$ cat config.mk
export PLATFORM = sky130hd
export DESIGN_NAME = qph_ctrl
export DESIGN_NICKNAME = d
export VERILOG_FILES = /design/src/hdl/qph_pkg.sv /design/src/hdl/qph_ctrl.sv
export SDC_FILE = /design/constraint.sdc
export NUM_CORES = 1
export LEC_CHECK = 0
export ABC_AREA = 1
export BUFFER_PORTS_ARGS = -buffer_cell sky130_fd_sc_hd__buf_2
export CAP_MARGIN = 20
export CORE_AREA = 2 2 39 41
export CTS_CLUSTER_DIAMETER = 50
export DETAILED_ROUTE_END_ITERATION = 7
export DIE_AREA = 0 0 41 43
export HOLD_SLACK_MARGIN = 0.03
export MAX_ROUTING_LAYER = met4
export SYNTH_ARGS = -nofsm -noshare
export SYNTH_HDL_FRONTEND = slang
export SYNTH_SLANG_ARGS = --single-unit
$ cat constraint.sdc
create_clock -name clock -period 1.05 [get_ports clock]
set_input_delay 0.1575 -clock clock [delete_from_list [all_inputs] [get_ports clock]]
set_output_delay 0.1575 -clock clock [all_outputs]
set_load 0.01 [all_outputs]
$ cat src/hdl/qph_pkg.sv
// Shared types and constants of the quadratic probe hash set.
package qph_pkg;

   localparam int SLOTS_DEFAULT     = 1024;
   localparam int KEY_WIDTH_DEFAULT = 31;
   localparam int MOD_WIDTH         = 11;
   localparam logic [MOD_WIDTH-1:0] MOD_RESET = 11'd1021;

   localparam logic [1:0] ST_PRESENT  = 2'd0;
   localparam logic [1:0] ST_ABSENT   = 2'd1;
   localparam logic [1:0] ST_INSERTED = 2'd2;
   localparam logic [1:0] ST_FULL     = 2'd3;

   // controller to datapath
   typedef struct packed {
      logic load;       // capture request word, start remainder
      logic div_step;   // one remainder bit
      logic probe_init; // set probe position to home
      logic rd;         // read slot at probe position
      logic advance;    // move to next probe
      logic wr;         // store key at probe position
      logic clr_step;   // clear one valid bit
      logic fin;        // latch response
      logic [1:0] status;
   } qph_cmd_type;

   // datapath to controller
   typedef struct packed {
      logic div_done;
      logic slot_valid;
      logic key_match;
      logic probe_last;
      logic clr_done;
      logic mode;
   } qph_sts_type;

endpackage

$ cat src/hdl/qph_ctrl.sv
// Controller: sequences clearing, remainder, probe walk and response handshake.
module qph_ctrl (
   input  logic                 clock,
   input  logic                 reset,
   input  logic                 req_valid,
   output logic                 req_stall,
   output logic                 rsp_valid,
   input  logic                 rsp_stall,
   output qph_pkg::qph_cmd_type cmd,
   input  qph_pkg::qph_sts_type sts
);
   localparam logic [2:0] S_CLEAR = 3'd0;
   localparam logic [2:0] S_IDLE  = 3'd1;
   localparam logic [2:0] S_DIV   = 3'd2;
   localparam logic [2:0] S_READ  = 3'd3;
   localparam logic [2:0] S_CHECK = 3'd4;
   localparam logic [2:0] S_HOLD  = 3'd5;

   logic [2:0] state_ff, state_in;
   logic       rv_ff, rv_in;
   logic       take;

   assign req_stall = !(state_ff == S_IDLE && (!rv_ff || !rsp_stall));
   assign take      = req_valid && !req_stall;
   assign rsp_valid = rv_ff;

   always_comb begin
      state_in = state_ff;
      rv_in    = rv_ff;
      cmd      = '0;
      if (rv_ff && !rsp_stall) rv_in = 1'b0;
      unique case (state_ff)
         S_CLEAR: begin
            cmd.clr_step = 1'b1;
            if (sts.clr_done) state_in = S_IDLE;
         end
         S_IDLE: begin
            if (take) begin
               cmd.load = 1'b1;
               state_in = S_DIV;
            end
         end
         S_DIV: begin
            if (sts.div_done) begin
               cmd.probe_init = 1'b1;
               state_in = S_READ;
            end else begin
               cmd.div_step = 1'b1;
            end
         end
         S_READ: begin
            cmd.rd = 1'b1;
            state_in = S_CHECK;
         end
         S_CHECK: begin
            if (!sts.slot_valid || sts.key_match) begin
               if (!sts.slot_valid) begin
                  cmd.status = sts.mode ? qph_pkg::ST_INSERTED : qph_pkg::ST_ABSENT;
                  cmd.wr     = sts.mode;
               end else begin
                  cmd.status = qph_pkg::ST_PRESENT;
               end
               state_in = S_HOLD;
            end else if (sts.probe_last) begin
               cmd.status = qph_pkg::ST_FULL;
               state_in = S_HOLD;
            end else begin
               cmd.advance = 1'b1;
               state_in = S_READ;
            end
            if (state_in == S_HOLD) cmd.fin = !rv_in;
            if (state_in == S_HOLD && !rv_in) begin
               rv_in = 1'b1;
               state_in = S_IDLE;
            end
         end
         S_HOLD: begin
            // previous word still waits; stay here until it is taken
            if (!rv_ff || !rsp_stall) begin
               rv_in = 1'b1;
               state_in = S_IDLE;
            end
         end
         default: state_in = S_IDLE;
      endcase
   end

   always_ff @(posedge clock) begin
      if (reset) begin
         state_ff <= S_CLEAR;
         rv_ff    <= 1'b0;
      end else begin
         state_ff <= state_in;
         rv_ff    <= rv_in;
      end
   end
endmodule

# == Word level (Yosys, flattened, before mapping) ==
# Index checks and enable logic that the tools add are counted.
# Widths: inputs -> output; s select.
# word_totals
elab_cells,56
inputBits,10
latch_bits,0
mem_bits_ro,0
ramBits,0
n_memories,0
register_bits,4
output_inout_bits,12
# op_classes
n_shift,0
div_mod_pow,0
eq_ne,10
magnitude_cmp,0
mux,31
n_bitwise,0
add_sub_neg,0
mul,0
reduce_logical,13
# ops
op,count
$mux 3,9
$pmux 3 s6,1
$mux 1,14
$mux 2,6
$eq 3x3->1 const B,3
$ne 2x2->1 const B,4
$eq 3x2->1 const B,2
$logic_not 1->1,5
$logic_and 1x1->1,4
$reduce_and 4->1,1
$eq 3x1->1 const B,1
$logic_not 3->1,1
$logic_or 1x1->1,2
$pmux 1 s2,1

# == Longest topological paths before layout ==
# Gate-level depths: netlist of run 1.
# logic_depth
depth_word,8
depth_mapped,8
ltp_nobuf,8

# == Least setup slack after synthesis of run 1 ==
# OpenSTA, ideal clock, no wires.
# synth_path
path_kind,flip-flop to output port
startpoint,register state_ff[2]
endpoint,output cmd[4] (netlist name)
arrival_ns,0.949
n_path_buf,0
required_ns,0.892
path_slack_ns,-0.057
stages_incl_launch_ff,4
path_cell_list,dfxtp_1 -> inv_2 -> nor3_2 -> nor3b_1
# synth_lines
element,line,text
start: declaration,qph_ctrl.sv:19,"logic [2:0] state_ff, state_in;"
start signal: assignment,qph_ctrl.sv:93,state_ff <= state_in;
end: declaration,qph_ctrl.sv:9,"output qph_pkg::qph_cmd_type cmd,"

==> results by group, run 1 <==
Timing
  • Setup TNS Final: -2710 ps
  • Fmax: 754 MHz
  • Measured slew at the worst slew-check pin: 236 ps
  • Final Max Tran Viols: 0
  • Skew final: 3.86 ps
  • Clock period minus worst slack: 1330 ps
  • Final setup margin: -277 ps
  • Max_slew headroom: 0.841
  • Hold WS: 143 ps
  • Final hold viol count: 0
  • RSZ-0062 raised after global routing: yes
  • Final setup viols: 15
  • Period utilisation layout: 1.26

Drt
  • DR WL/cell: 10.8 microns
  • DRT iter0 DRCs: 5
  • Drt first pass iters: 3
  • DRC errors left: 0
  • Post-DR vias/cell: 4.51
  • Vias: 510
  • Final wirelength: 1220 microns
  • Post-DRT Antenna Nets: 0

Setup path
  • CP Launch Type: register
  • Worst Path Arrival: 1170 ps
  • CP startpoint: state_ff[0]$_SDFFE_PP0P_
  • CP max FO: 5
  • CP Class: register to output port
  • WP data required: 890 ps
  • Flop2flop setup slack: -260 ps
  • RR Startpoint: state_ff[0]$_SDFFE_PP0P_
  • Element type at the critical path end: output port

CTS
  • # hold bufs at CTS: 0
  • H-tree Lvls: 1
  • Clk Latency, worst-skew pair: 230 ps
  • Clk root buf: clkbuf_4
  • CTS Sinks: 4
  • Clock Path Buffers: 2
  • CTS tree: built
  • Clock-pin slew of the registers on the worst-case setup and hold paths: 40 ps
  • CTS Buf Count: 3

Global routing
  • Antenna violations before repair: 0
  • Vias in the first global route: 433
  • First-pass GRT wire length: 1610 microns
  • GR Overflow Total: 0
  • Pin count of the biggest net entering global routing: 7
  • Total GRT Usage: 0.136

Pwr
  • PD cells: 1100 mW/mm^2
  • VDD IR-drop max: 0.000577 V
  • Pleak: 0.000404 uW

Cells and area
  • Non-Filler Instances: 113
  • Filler cells: 141
  • Final Util: 0.543
  • Commonest cells after routing, fill and taps aside: buf_2 (20), buf_4 (13), inv_1 (8)
  • Leading cell type in the layout, fill and taps excluded: buf_2
  • Share of cells above drive strength 1: 0.763
  • Sequential Area: 88.8 sq um
  • Fin nets: 109
  • P&R area growth vs syn: 125%
  • Multi-input logic area: 317 sq um
  • ANT cells: 0

Status
  • Run status: finished, violations left
  • Violated checks: negative setup slack

Synthesis
  • Count of cell types in the netlist: 20
  • Cell Area, Synth: 334 sq um
  • Synth Instances: 56
  • Yosys warns: 0
  • Synthesized area per cell: 5.97 sq um
  • Sequential element share of the synthesized area: 0.240
  • Synth Net Count: 66
  • FF+latch count, synth: 4

Place
  • Pre-CTS WS: -94.8 ps
  • Final Wtd Congestion: 0.732
  • PortBufs: 21
  • HPWL after DPL: 744 microns
  • Placed Instances: 102

Min path
  • HP Class: input port to register
  • Hold wc startpoint: reset

Floorplan
  • Core Footprint: 0.00138 sq mm
  • # IOs: 22
  • Die extent in y: 43 microns
  • Site Rows: 14
  • Die area: 0.00176 sq mm
  • Starting Density: 0.241
  • DIE WIDTH: 41 microns

Flow run
  • Maxcap violations: 0
-- cell families after synthesis --
| logic type | synth area share |
|---|---|
| AND/OR/NAND/NOR | 0.464 |
| buffers and inverters | 0.135 |
| AO/OA/AOI/OAI | 0.161 |
| flip-flops | 0.240 |
-- timing repair --
action | 4_1_cts | 5_1_grt
setup endpoints to repair | 14 | 15
resized for setup | 16 | 24
setup buffers | 6 | 3
pin swaps | 9 | 13
-- where the power goes --
part	internal (uW)	switching (uW)
registers	176	33.4
logic	218	217
clock network	128	58.7
-- path summary, 6_finish.rpt --
path                                   end  depth (start not counted)
setup / recovery                    cmd[1]                          4
hold / removal    state_ff[1]$_SDFFE_PP0P_                          2
setup reg to reg  state_ff[2]$_SDFFE_PP0P_                          7
hold reg to reg       rsp_valid$_SDFF_PP0_                          2
-- registers in the layout, summed over array words and instances (netlist names) --
signal,flops
rsp_valid,1
state_ff,3
-- area by class of cell --
type                            count  area share
Inverter                           12      0.0666
Timing Repair Buffer               38       0.338
Multi-Input combinational cell     40       0.421
Tap cell                           16      0.0266
Clock buffer                        3      0.0300
Sequential cell                     4       0.118
-- cell usage after synthesis --
library cell  number  area, sq um
nand3b_1           2         15.0
inv_1             10         37.5
inv_2              2         7.51
or2_2              1         6.26
dfxtp_1            4         80.1
nor2_1            10         37.5
o21bai_1           2         15.0
nand3_1            3         15.0
nor3b_1            1         7.51
o21ai_0            1         5.00
nor3_1             1         5.00
nand2_1            8         30.0
a21oi_1            3         15.0
o21a_1             1         7.51
nor3_2             1         10.0
nand3_2            1         10.0
o21ai_1            1         5.00
a31oi_1            1         6.26
nand2_2            2         12.5
nor2_2             1         6.26
-- per-stage QoR --
step | cell area, sq um | total power [uW]
after CTS | 656 | 731
after detailed placement | 536 | 455
after global routing | 752 | 886
after global placement | 536 | 453
final | 752 | 831
after floorplan | 343 | 339
-- worst max-delay path: stages (launching register included) --
cell	delay (ps)
dfxtp_4	370
nor3_4	200
nand2_2	120
a21oi_2	110
buf_2	130
-- per-layer routing --
| metal | part of all wire | wire, microns | track usage |
|---|---|---|---|
| met2 | 0.56 | 686 | 0.219 |
| met3 | 0.038 | 46 | 0.0157 |
| met4 | 0 | 0 | 0.0800 |
| met5 | 0 | 0 | - |
| met1 | 0.40 | 483 | 0.151 |
(Power assumes the default switching activity.)
==> inputs of run 2 (changes only) <==
- ABC_AREA: 1 -> not set
==> results by group, run 2 <==
Pwr
  • Seq pwr share: 0.131 (-0.121)
  • Clock network fraction of total power: 0.117 (-0.107)
  • Sw power: 679 uW (+120%)
  • Logic gate share of total power: 0.753 (+0.229)
  • Pleak: 0.000424 uW (+5.0%)
  • VDD IR-drop max: 0.000760 V (+32%)
  • Total Power: 1850 uW (+120%)
  • Int Power: 1170 uW (+120%)
  • PD cells: 2110 mW/mm^2 (+91%)
  • Sw Share: 0.367 (-0.00463)

Cells and area
  • P&R area growth vs syn: 160%
  • Leading cell type in the layout, fill and taps excluded: buf_4
  • Filler cells: 120 (-15%)
  • Final Util: 0.633 (+0.0895)
  • Non-Filler Instances: 109 (-3.5%)
  • Commonest cells after routing, fill and taps aside: buf_4 (22), buf_2 (18), buf_6 (12)
  • Largest Register: state_ff
  • Max reg flops: 3 (unchanged)
  • ANT cells: 0 (unchanged)
  • Share of cells above drive strength 1: 0.849 (+0.0866)
  • Fin nets: 105 (-3.7%)

Synthesis
  • Post-synth ARST share: 0 (unchanged)
  • Synthesized area per cell: 8.41 sq um (+41%)
  • Post-synth top area cell: dfxtp_1
  • Sequential element share of the synthesized area: 0.238 (-0.00178)
  • Synth Net Count: 50 (-24%)
  • Synth Instances: 40 (-29%)
  • FF+latch count, synth: 4 (unchanged)
  • Synth top area cells: dfxtp_1 (24%), buf_6 (6.7%), nor2_1 (5.6%), and2b_2 (5.2%), a211oi_1 (4.5%)
  • Count of cell types in the netlist: 27 (+35%)
  • Yosys top cell area share: 0.238 (-0.00178)
  • Commonest cells post-synth: nor2_1 (5), dfxtp_1 (4)
  • Primary FF master, synth: dfxtp_1
  • Yosys warns: 0 (unchanged)
  • Most numerous cell in the Yosys netlist: nor2_1
  • Cell Area, Synth: 337 sq um (+0.75%)
  • EDFF count, synth: 0 (unchanged)

CTS
  • CTS tree: built
  • Clock-pin slew of the registers on the worst-case setup and hold paths: 50 ps (about the same)
  • CTS Buf Count: 3 (unchanged)
  • Clk root buf: clkbuf_4
  • H-tree Lvls: 1 (unchanged)
  • # hold bufs at CTS: 0 (unchanged)
  • Clock Path Buffers: 2 (unchanged)
  • Clk Latency, worst-skew pair: 250 ps (+20 ps)
  • CTS Sinks: 4 (unchanged)

Timing
  • Skew final: 8.88 ps (+5.02 ps)
  • Hold WS: 156 ps (+13.8 ps)
  • Final Max Tran Viols: 0 (unchanged)
  • Final hold viol count: 0 (unchanged)
  • Final setup viols: 15 (unchanged)
  • Final setup margin: -549 ps (-272 ps)
  • Setup TNS Final: -6150 ps (-3440 ps)
  • Measured slew at the worst slew-check pin: 329 ps (+92.3 ps)
  • Max_slew headroom: 0.781 (-0.0599)
  • Fmax: 625 MHz (-17%)
  • RSZ-0062 raised after global routing: yes
  • Clock period minus worst slack: 1600 ps (+272 ps)
  • Period utilisation layout: 1.52 (+0.259)

Floorplan
  • Die extent in y: 43 microns (unchanged)
  • Core Footprint: 0.00138 sq mm (unchanged)
  • # IOs: 22 (unchanged)
  • Die area: 0.00176 sq mm (unchanged)
  • DIE WIDTH: 41 microns (unchanged)
  • Starting Density: 0.243 (+0.00181)
  • Site Rows: 14 (unchanged)

Global routing
  • Vias in the first global route: 488 (+13%)
  • GR Overflow Total: 0 (unchanged)
  • Total GRT Usage: 0.171 (+0.0352)
  • Pin count of the biggest net entering global routing: 5 (-2)
  • First-pass GRT wire length: 1950 microns (+21%)
  • Antenna violations before repair: 0 (unchanged)

Drt
  • DR WL/cell: 12.0 microns (+12%)
  • Post-DR vias/cell: 4.63 (+2.7%)
  • Drt first pass iters: 3 (unchanged)
  • Vias: 505 (-0.98%)
  • Post-DRT Antenna Nets: 0 (unchanged)
  • DRT iter0 DRCs: 9 (+4)
  • DRC errors left: 0 (unchanged)
  • Final wirelength: 1310 microns (+7.8%)

Min path
  • HP Class: input port to register
  • Hold wc startpoint: reset

Status
  • Violated checks: negative setup slack
  • Run status: finished, violations left

Setup path
  • CP top delay family: simple AND/OR/NAND/NOR gates
  • Element type at the critical path end: output port
  • CP Launch Type: register
  • RR Startpoint: state_ff[1]$_SDFFE_PP0P_
  • CP max FO: 4 (-1)
  • WP data required: 890 ps (about the same)
  • Worst Path Arrival: 1440 ps (+270 ps)
  • Critical path, cell by cell: or3b_4 -> nand2b_4 -> a211oi_4 -> buf_2
  • CP Class: register to output port
  • CP startpoint: state_ff[1]$_SDFFE_PP0P_
  • Max incr delay on CP: 390 ps (+20 ps)
  • WP buf/inv: 1 (unchanged)
  • Crit path max-delay cell type: or3b_4

Place
  • Placed Instances: 93 (-8.8%)
  • PortBufs: 21 (unchanged)
  • HPWL after DPL: 888 microns (+19%)
  • Final Wtd Congestion: 0.723 (-1.2%)

Flow run
  • Maxcap violations: 0 (unchanged)
run 2: cell types whose count changed in the layout (fill, tap and decap cells not counted), sizes merged, moves of 2 or more:
cell / before / now
buf: 38 / 52
inv: 12 / 2
nand2: 10 / 2
nor2: 11 / 5
nand3: 4 / 0
and2b: 0 / 3
a211oi: 0 / 2
o21bai: 2 / 0
or3b: 0 / 2
run 2: cell families after synthesis:
| logic type | share of synthesized area |
|---|---|
| multiplexers | 0.0297 |
| flip-flops | 0.238 |
| AO/OA/AOI/OAI | 0.245 |
| buffers and inverters | 0.0892 |
| XOR/XNOR | 0.0260 |
| AND/OR/NAND/NOR | 0.372 |
run 2: timing repair:
item	in CTS	in global routing
pin swaps	10	3
endpoints found under the setup margin	15	15
setup buffers	13	0
resized for setup	25	6
run 2: final timing paths:
path | end | slack (ps) | cells after the start
setup reg to reg | state_ff[2]$_SDFFE_PP0P_ | -450 | 6
setup / recovery | cmd[0] | -550 | 4
hold / removal | state_ff[0]$_SDFFE_PP0P_ | 160 | 2
hold reg to reg | state_ff[0]$_SDFFE_PP0P_ | 740 | 3
run 2: area by class of cell:
type,instances,area (sq um),share of cell area
inverter,2,7.51,0.00857
timing repair buffer,52,390,0.446
tap,16,20.0,0.0229
multi-input combinational,32,352,0.401
sequential,4,83.8,0.0957
clock buffer,3,22.5,0.0257
run 2: stage by stage:
step,setup slack [ps],cell area (sq um)
after global routing,-588,876
after global placement,-363,612
after detailed placement,-416,612
after floorplan,-292,374
after CTS,-544,836
final,-549,876
run 2: power by group through the flow:
stage / Clock (uW) / Sequential, uW / Combinational, uW
finish: 216 / 241 / 1390
global route: 232 / 247 / 1470
CTS: 205 / 240 / 1280
detailed placement: 0 / 249 / 831
global placement: 0 / 249 / 825
floorplan: 0 / 242 / 457
run 2: routing by layer:
layer  GRT usage  share of wire
met1       0.190           0.41
met5           -              0
met2       0.269           0.54
met3      0.0314          0.035
met4       0.100          0.016
==> inputs of run 3 (changes only) <==
==> constraint.sdc (replaced) <==
create_clock -name clock -period 1.05 [get_ports clock]
set_input_delay 0.0525 -clock clock [delete_from_list [all_inputs] [get_ports clock]]
set_output_delay 0.0525 -clock clock [all_outputs]
set_load 0.01 [all_outputs]
==> results by group, run 3 (synthesized netlist as in run 2, its figures left out) <==
Setup path
  • CP max FO: 4 (unchanged)
  • CP Launch Type: register
  • WP data required: 1000 ps (+110 ps)
  • Element type at the critical path end: output port
  • CP Class: register to output port
  • Worst Path Arrival: 1430 ps (about the same)

Floorplan
  • Die extent in y: 43 microns (unchanged)
  • DIE WIDTH: 41 microns (unchanged)
  • Site Rows: 14 (unchanged)
  • Starting Density: 0.243 (unchanged)
  • # IOs: 22 (unchanged)
  • Die area: 0.00176 sq mm (unchanged)
  • Core Footprint: 0.00138 sq mm (unchanged)

Cells and area
  • ANT cells: 0 (unchanged)
  • Fin nets: 104 (-0.95%)
  • Max reg flops: 3 (unchanged)
  • Commonest cells after routing, fill and taps aside: buf_2 (18), buf_4 (17), buf_6 (15)
  • P&R area growth vs syn: 160% (unchanged)
  • Leading cell type in the layout, fill and taps excluded: buf_2
  • Non-Filler Instances: 108 (-0.92%)
  • Largest Register: state_ff
  • Share of cells above drive strength 1: 0.837 (-0.0125)

Timing
  • Period utilisation layout: 1.41 (-0.108)
  • Max_slew headroom: 0.803 (+0.0220)
  • Clock period minus worst slack: 1490 ps (-113 ps)
  • Final hold viol count: 0 (unchanged)
  • Setup TNS Final: -5060 ps (+1090 ps)
  • Final Max Tran Viols: 0 (unchanged)
  • Skew final: 4.53 ps (-4.35 ps)
  • RSZ-0062 raised after global routing: yes
  • Fmax: 673 MHz (+7.6%)
  • Final setup margin: -435 ps (+113 ps)
  • Final setup viols: 15 (unchanged)
  • Measured slew at the worst slew-check pin: 296 ps (-33.0 ps)

Global routing
  • Antenna violations before repair: 0 (unchanged)
  • Vias in the first global route: 449 (-8.0%)
  • Pin count of the biggest net entering global routing: 5 (unchanged)
  • Total GRT Usage: 0.168 (-0.00258)
  • GR Overflow Total: 0 (unchanged)
  • First-pass GRT wire length: 1840 microns (-5.7%)

Drt
  • Drt first pass iters: 4 (+1)
  • Final wirelength: 1340 microns (+2.5%)
  • DR WL/cell: 12.4 microns (+3.5%)
  • Post-DRT Antenna Nets: 0 (unchanged)
  • DRC errors left: 0 (unchanged)
  • Vias: 516 (+2.2%)
  • Post-DR vias/cell: 4.78 (+3.1%)
  • DRT iter0 DRCs: 5 (-4)

Min path
  • HP Class: input port to register

Pwr
  • Pleak: 0.000429 uW (+1.1%)
  • VDD IR-drop max: 0.000967 V (+27%)
  • Seq pwr share: 0.132 (about the same)
  • Int Power: 1220 uW (+4.1%)
  • Sw Share: 0.361 (-0.00617)
  • Logic gate share of total power: 0.763 (+0.010)
  • Total Power: 1900 uW (+3.1%)
  • PD cells: 2170 mW/mm^2 (+3.1%)
  • Sw power: 688 uW (+1.3%)
  • Clock network fraction of total power: 0.104 (-0.013)

Flow run
  • Maxcap violations: 0 (unchanged)

CTS
  • Clock-pin slew of the registers on the worst-case setup and hold paths: 40 ps (about the same)
  • Clock Path Buffers: 2 (unchanged)
  • CTS Buf Count: 3 (unchanged)
  • CTS Sinks: 4 (unchanged)
  • H-tree Lvls: 1 (unchanged)
  • CTS tree: built
  • Clk root buf: clkbuf_4
  • Clk Latency, worst-skew pair: 240 ps (about the same)

Status
  • Run status: finished, violations left
  • Violated checks: negative setup slack

Place
  • Placed Instances: 86 (-7.5%)
  • HPWL after DPL: 741 microns (-17%)
  • PortBufs: 21 (unchanged)
  • Final Wtd Congestion: 0.739 (+2.2%)
-- run 3: changes by cell type in the layout (fill, tap and decap cells not counted), sizes merged --
cell / delta
dlygate4sd3: +1
buf: -2
-- run 3: layout make-up --
class	count	area, sq um
fill	114	508
tap	16	20.0
multi-input combinational	32	345
sequential	4	83.8
inverter	2	7.51
timing repair buffer	51	397
clock buffer	3	22.5
-- run 3: routing by layer --
layer	routed length [microns]	GRT usage
met5	0	-
met4	31	0.140
met3	45	0.0366
met2	778	0.272
met1	488	0.157
-- run 3: critical path, stage by stage (launching register included) --
cell	delay, ps
dfxtp_2	340
or3b_4	400
nand2b_4	170
a211oi_2	130
buf_2	150
-- run 3: metrics by stage --
stage          worst slack, ps  area (sq um)  hold slack, ps   util
4_1_cts                   -426           795             196  0.574
2_1_floorplan             -235           357             122      -
3_3_place_gp              -225           542             278  0.392
3_5_place_dp              -240           542             272  0.392
5_1_grt                   -479           876             216  0.633
6_report                  -435           876             199  0.633
-- run 3: repair_timing --
item,4_1_cts,5_1_grt
pin swaps,8,5
setup endpoints to repair,15,15
cloned,0,0
gates resized for setup,26,9
hold buffers,1,0
hold endpoints to repair,3,0
setup buffers,13,6
-- run 3: path summary, 6_finish.rpt --
kind                                               start                        to  slack [ps]  cells past startpoint
worst min-delay path                           rsp_stall      rsp_valid$_SDFF_PP0_         200                      3
worst max-delay path            state_ff[2]$_SDFFE_PP0P_                    cmd[0]        -440                      4
worst min register to register      rsp_valid$_SDFF_PP0_      rsp_valid$_SDFF_PP0_         740                      3
worst max register to register  state_ff[1]$_SDFFE_PP0P_  state_ff[2]$_SDFFE_PP0P_        -420                      6
-- run 3: power groups by stage --
| stage | registers (uW) | clock network, uW | logic [uW] |
|---|---|---|---|
| after CTS | 239 | 208 | 1210 |
| after global placement | 236 | 0 | 729 |
| final | 252 | 198 | 1450 |
| after global routing | 257 | 215 | 1540 |
| after detailed placement | 238 | 0 | 734 |
| after floorplan | 241 | 0 | 456 |
